==> src/sv/imoe_pkg.sv <==
// imoe_pkg: operation codes, type codes, stream field layout and type helpers
// for the ir micro-op executor; no dependencies
package imoe_pkg;

    localparam int SLOTS  = 64;
    localparam int SLOT_W = $clog2(SLOTS);

    // operation codes
    localparam logic [4:0] F_CONST    = 5'd0;
    localparam logic [4:0] F_WREG     = 5'd1;
    localparam logic [4:0] F_STORE    = 5'd2;
    localparam logic [4:0] F_ADD      = 5'd3;
    localparam logic [4:0] F_SUB      = 5'd4;
    localparam logic [4:0] F_MUL      = 5'd5;
    localparam logic [4:0] F_AND      = 5'd6;
    localparam logic [4:0] F_OR       = 5'd7;
    localparam logic [4:0] F_XOR      = 5'd8;
    localparam logic [4:0] F_SHL      = 5'd9;
    localparam logic [4:0] F_SHR      = 5'd10;
    localparam logic [4:0] F_SAR      = 5'd11;
    localparam logic [4:0] F_NOT      = 5'd12;
    localparam logic [4:0] F_EQ       = 5'd13;
    localparam logic [4:0] F_NE       = 5'd14;
    localparam logic [4:0] F_ULT      = 5'd15;
    localparam logic [4:0] F_SLT      = 5'd16;
    localparam logic [4:0] F_SELECT   = 5'd17;
    localparam logic [4:0] F_SETPC    = 5'd18;
    localparam logic [4:0] F_BRANCH   = 5'd19;
    localparam logic [4:0] F_BRANCHIF = 5'd20;
    localparam logic [4:0] F_EXIT     = 5'd21;
    localparam logic [4:0] F_RETIRE   = 5'd22;

    // result type codes
    localparam logic [2:0] T_BOOL = 3'd1;
    localparam logic [2:0] T_I8   = 3'd2;
    localparam logic [2:0] T_I16  = 3'd3;
    localparam logic [2:0] T_I32  = 3'd4;
    localparam logic [2:0] T_I64  = 3'd5;

    // request actions
    localparam logic [1:0] A_NONE  = 2'd0;
    localparam logic [1:0] A_WREG  = 2'd1;
    localparam logic [1:0] A_STORE = 2'd2;
    localparam logic [1:0] A_PC    = 2'd3;

    localparam int IN_W  = 232;
    localparam int OUT_W = 88;

    function automatic logic [63:0] type_mask(input logic [2:0] code);
        case (code)
            T_BOOL:  type_mask = 64'h1;
            T_I8:    type_mask = 64'hFF;
            T_I16:   type_mask = 64'hFFFF;
            T_I32:   type_mask = 64'hFFFF_FFFF;
            T_I64:   type_mask = '1;
            default: type_mask = '0;
        endcase
    endfunction

    function automatic logic [6:0] type_width(input logic [2:0] code);
        case (code)
            T_BOOL:  type_width = 7'd1;
            T_I8:    type_width = 7'd8;
            T_I16:   type_width = 7'd16;
            T_I32:   type_width = 7'd32;
            T_I64:   type_width = 7'd64;
            default: type_width = 7'd0;
        endcase
    endfunction

    // top bit of the type: the sign bit
    function automatic logic [63:0] type_sign(input logic [2:0] code);
        case (code)
            T_BOOL:  type_sign = 64'h1;
            T_I8:    type_sign = 64'h80;
            T_I16:   type_sign = 64'h8000;
            T_I32:   type_sign = 64'h8000_0000;
            T_I64:   type_sign = 64'h8000_0000_0000_0000;
            default: type_sign = '0;
        endcase
    endfunction

endpackage

==> src/sv/imoe_ram.sv <==
// imoe_ram: value file copy, one write port and one registered read port
// depends on imoe_pkg for depth and index width
module imoe_ram (
    input  logic                      i_clk,
    input  logic                      i_wr_en,
    input  logic [imoe_pkg::SLOT_W-1:0] i_wr_addr,
    input  logic [63:0]               i_wr_data,
    input  logic                      i_rd_en,
    input  logic [imoe_pkg::SLOT_W-1:0] i_rd_addr,
    output logic [63:0]               o_rd_data
);

    logic [63:0] r_mem [imoe_pkg::SLOTS];

    // write port
    always_ff @(posedge i_clk) begin
        if (i_wr_en) begin
            r_mem[i_wr_addr] <= i_wr_data;
        end
    end

    // read port, data held until the next read
    always_ff @(posedge i_clk) begin
        if (i_rd_en) begin
            o_rd_data <= r_mem[i_rd_addr];
        end
    end

endmodule

==> config.mk <==
export PLATFORM = sky130hd
export DESIGN_NAME = imoe_ram
export DESIGN_NICKNAME = d
export VERILOG_FILES = /design/src/sv/imoe_pkg.sv /design/src/sv/imoe_ram.sv
export SDC_FILE = /design/constraint.sdc
export NUM_CORES = 2
export LEC_CHECK = 0
export BUFFER_PORTS_ARGS = -buffer_cell sky130_fd_sc_hd__buf_4
export CAP_MARGIN = 10
export CORE_MARGIN = 2
export CORE_UTILIZATION = 45
export CTS_BUF_LIST = sky130_fd_sc_hd__clkbuf_2 sky130_fd_sc_hd__clkbuf_4 sky130_fd_sc_hd__clkbuf_8
export CTS_CLUSTER_DIAMETER = 100
export CTS_CLUSTER_SIZE = 40
export DETAILED_ROUTE_END_ITERATION = 6
export GPL_ROUTABILITY_DRIVEN = 0
export PLACE_DENSITY = 0.65
export RECOVER_POWER = 25
export SYNTH_ARGS = -nofsm -noshare
export SYNTH_HDL_FRONTEND = slang
export SYNTH_SLANG_ARGS = --single-unit
==> constraint.sdc <==
create_clock -name i_clk -period 6.5 [get_ports i_clk]
set_clock_uncertainty 0.1 [all_clocks]
set_input_delay 0.975 -clock i_clk [delete_from_list [all_inputs] [get_ports i_clk]]
set_output_delay 0.975 -clock i_clk [all_outputs]
set_load 0.03 [all_outputs]
# Yosys cells after proc, flatten, opt, wreduce, memory -nomap -nowiden
# Memory sizes are Yosys's and may differ from the RTL's. A register that Yosys moved wholly into a read port is not among the register bits.
# Index checks and enable logic that the tools add are counted.
# totals
regBits,0
ramBits,4096
elab_cells,3
memories,1
inputBits,79
# mem_list
memory,words,word_bits,read_ports,rd_ports_with_merged_regs,wr,line_no,text
r_mem,64,64,1,1,1,imoe_ram.sv:13,logic [63:0] r_mem [imoe_pkg::SLOTS];
# classes
n_mux,2
# op_table
operator,n
$mux 1,2

# Logic depth before layout (Yosys ltp)
# depth
word_depth,2
ltp_mapped,9
depth_no_buf,5

# Worst setup path before layout
# Ideal clock, no wire load.
# synth_path
path_kind,input port to flip-flop
startpoint,input port i_wr_addr[3] (netlist bit)
endpoint,"memory r_mem[48][0], enable pin"
n_path_buf,1
path_stages,4
required_time_ns,5.836
t_arrival_ns,5.847
setup_ns,0.564
slack_ns,-0.011
path_cell_list,clkbuf_1 nor2b_1 nand4b_1 nor3_1
# synth_lines
element,line_no,text
from (decl),imoe_ram.sv:6,"input logic [imoe_pkg::SLOT_W-1:0] i_wr_addr,"
to (decl),imoe_ram.sv:13,
# No word-level cell before the write port.

==> impl_metrics.ini <==
[job]
drv_cap = 47

[synth]
synth-seq-cells = 4160
yosysSeqAreaShare_pct = 79.57
syn_nets = 6677
ys_types = 32
yosys_warnings = 0
syn_area_um2 = 157000
synthCells = 6598
syn_avg_cell_area_um2 = 23.79

[hold_path]
hold_path_class = input pin to flop

[detailed_routing]
drt_iter0_drc = 11470
vias = 74110
drt.antenna.violating_nets = 0
vias_per_cell = 6.535
first_pass_iters = 5
route.detailed.drc = 0
routed_wl_um = 424500
wire_per_inst_um = 37.44

[cts]
cts_buffer_depth = 3
cts_tree = done
cts_made_buffers = 121
htree_levels = 3
numClockSinks = 4160
cts_setup_buffers = 0
insertion_delay_ns = 1.10
hold_buffers = 0
postCtsResizedCells = 0
path_clk_slew_ns = 0.22
cts_root_buf = clkbuf_8

[power_and_ir_drop]
p_leak_nw = 49.63
ir_drop_v = 0.0002377
power_density_nw_per_um2 = 250.6

[global_routing]
grt_use_total_pct = 23.61
grt_pass1_wl_um = 584700
grt_overflow = 0
antenna_found_initial = 26
grt_max_degree = 124
grt_pass1_vias = 72490

[sta]
drv_slew = 3055
tightest_slew_ns = 2.752
rsz0062_at_grt = false
fin_tns_setup_ns = 0
slew_headroom_pct = -83.49
finalCritPeriodShare_pct = 49.46
finalSetupViolations = 0
finalHoldViolCount = 0
hold-worst-slack_ns = 0.3148
max_freq_mhz = 311.0
finalCriticalPeriod_ns = 3.215

[floorplan]
die_area_um2 = 353600
core.rowCount = 216
die_h_um = 594.7
die_w_um = 594.7
start_util_pct = 45.28
ioPinCount = 143
design.core.area_um2 = 346700

[layout]
final_nets = 6786
drive_above_1_share_pct = 23.67
postLayoutCoreUtil_pct = 48.16
most-common-layout-cells = edfxtp_1 (4160), mux4_2 (1024), buf_4 (253)
final_cell_count_no_fill = 11340
syn_to_final_growth_pct = 6.373
layout_commonest_cell = edfxtp_1

[setup_path]
slowest_stage = or3_1
rr_worst_depth = 5
reg2reg_slack_ns = 4.12
cp-end-kind = flop
r2r-end = o_rd_data[33]
max_stage_delay_ns = 0.76
startpoint_type = input pin
arrival_ns = 4.03
crit_chain = buf_8 -> buf_4 -> or3_1 -> o221ai_1 -> o22ai_1 -> and3_1
r2r_start = r_mem[54][33]
critPathLaunch = i_rd_addr[1]
cp.required_ns = 7.31
crit_path_end = o_rd_data[32]
critPathMaxFanout = 67
crit_type = input pin to flop

[placed_design]
dp_hpwl_um = 227500
dpl.cell_count = 11160
io_buffers = 142

[outcome]
violations = max-capacitance violations, max-slew violations
status = finished, violations left
[flip-flops by register name (all words and copies together) (netlist names)]
signal     count
o_rd_data     64
r_mem       4096
[where the power goes]
part / switching (W) / total [W] / internal (W)
clock network: 0.00736 / 0.00940 / 0.00204
registers: 0.000119 / 0.0299 / 0.0298
logic: 0.00164 / 0.00257 / 0.000929
total: 0.00911 / 0.0419 / 0.0327
[cells by family (layout without fill, tap and decap cells)]
group	after synthesis	count (layout)	share of synthesized area [%]
buffers and inverters	389	534	1.176
AND/OR/NAND/NOR	386	386	1.235
multiplexers	1159	1159	15.55
AO/OA/AOI/OAI	504	504	2.467
flip-flops	4160	4160	79.57
other	0	18	0
[area by class of cell]
class                      instances  area (um2)
clock inverter                    29       489.2
multi-input combinational       2049       30790
inverter                          19       71.32
timing repair buffer             356        3194
fill                           27420      179700
antenna                           18       45.04
tap                             4578        5728
sequential                      4160      124900
clock buffer                     130        1752
[synth_stat cells, drive strengths merged]
master   count  area, um2
nand3       45      225.2
edfxtp    4160     124900
mux2i      135       1351
nand3b       2      15.01
a22o        88      770.7
a2bb2oi     19      166.4
nor2       112      420.4
o221ai      38      332.8
mux4      1024      23060
nand2b      11      68.82
nor3         2      10.01
nor2b       28      175.2
nand2       58      217.7
and2         3      18.77
a31oi       18      112.6
o22ai       83      519.3
and3        64      400.4
a22oi      168       1261
nand4b       1      8.760
buf        230       1249
clkbuf     140      525.5
a211oi      63      473.0
a31o         1      8.760
nand4        2      12.51
or3b         1      8.760
or3         29      181.4
inv         19      71.32
a41oi       26      227.7
or2         28      175.2
[per-stage QoR]
step	power, W	area (um2)	setup slack, ns
6_report	0.04185	167000	3.285
2_1_floorplan	0.03185	157000	1.395
3_3_place_gp	0.03298	164900	2.097
3_5_place_dp	0.03304	164900	2.072
5_1_grt	0.04291	167000	3.098
4_1_cts	0.04200	167100	3.232
[per-layer routing]
layer	wire length (um)	global-route usage (%)	share of wire (%)
met1	163500	32.98	39
met2	210500	39.23	50
met3	37470	3.335	8.8
met4	13070	6.316	3.1
met5	51	0	0.012
[worst max-delay path, delay by kind of cell]
kind	cells	cell delay (ns)
and+or+nand+nor	2	1.01
buffers and inverters	2	0.95
AOI/OAI and AO/OA	2	0.87
[how the worst min path moves through the flow]
| stage | from | end | slack, ns | cells after the start |
|---|---|---|---|---|
| floorplan | r_mem[30][61] | o_rd_data[61] | 0.76 | 4 |
| global placement | r_mem[38][46] | o_rd_data[46] | 0.80 | 4 |
| detailed placement | r_mem[38][46] | o_rd_data[46] | 0.81 | 4 |
| CTS | i_wr_data[20] | r_mem[8][20] | 0.20 | 1 |
| global route | i_wr_data[9] | r_mem[3][9] | 0.29 | 1 |
| finish | i_wr_data[11] | r_mem[8][11] | 0.31 | 1 |
(Power assumes the default switching activity.)
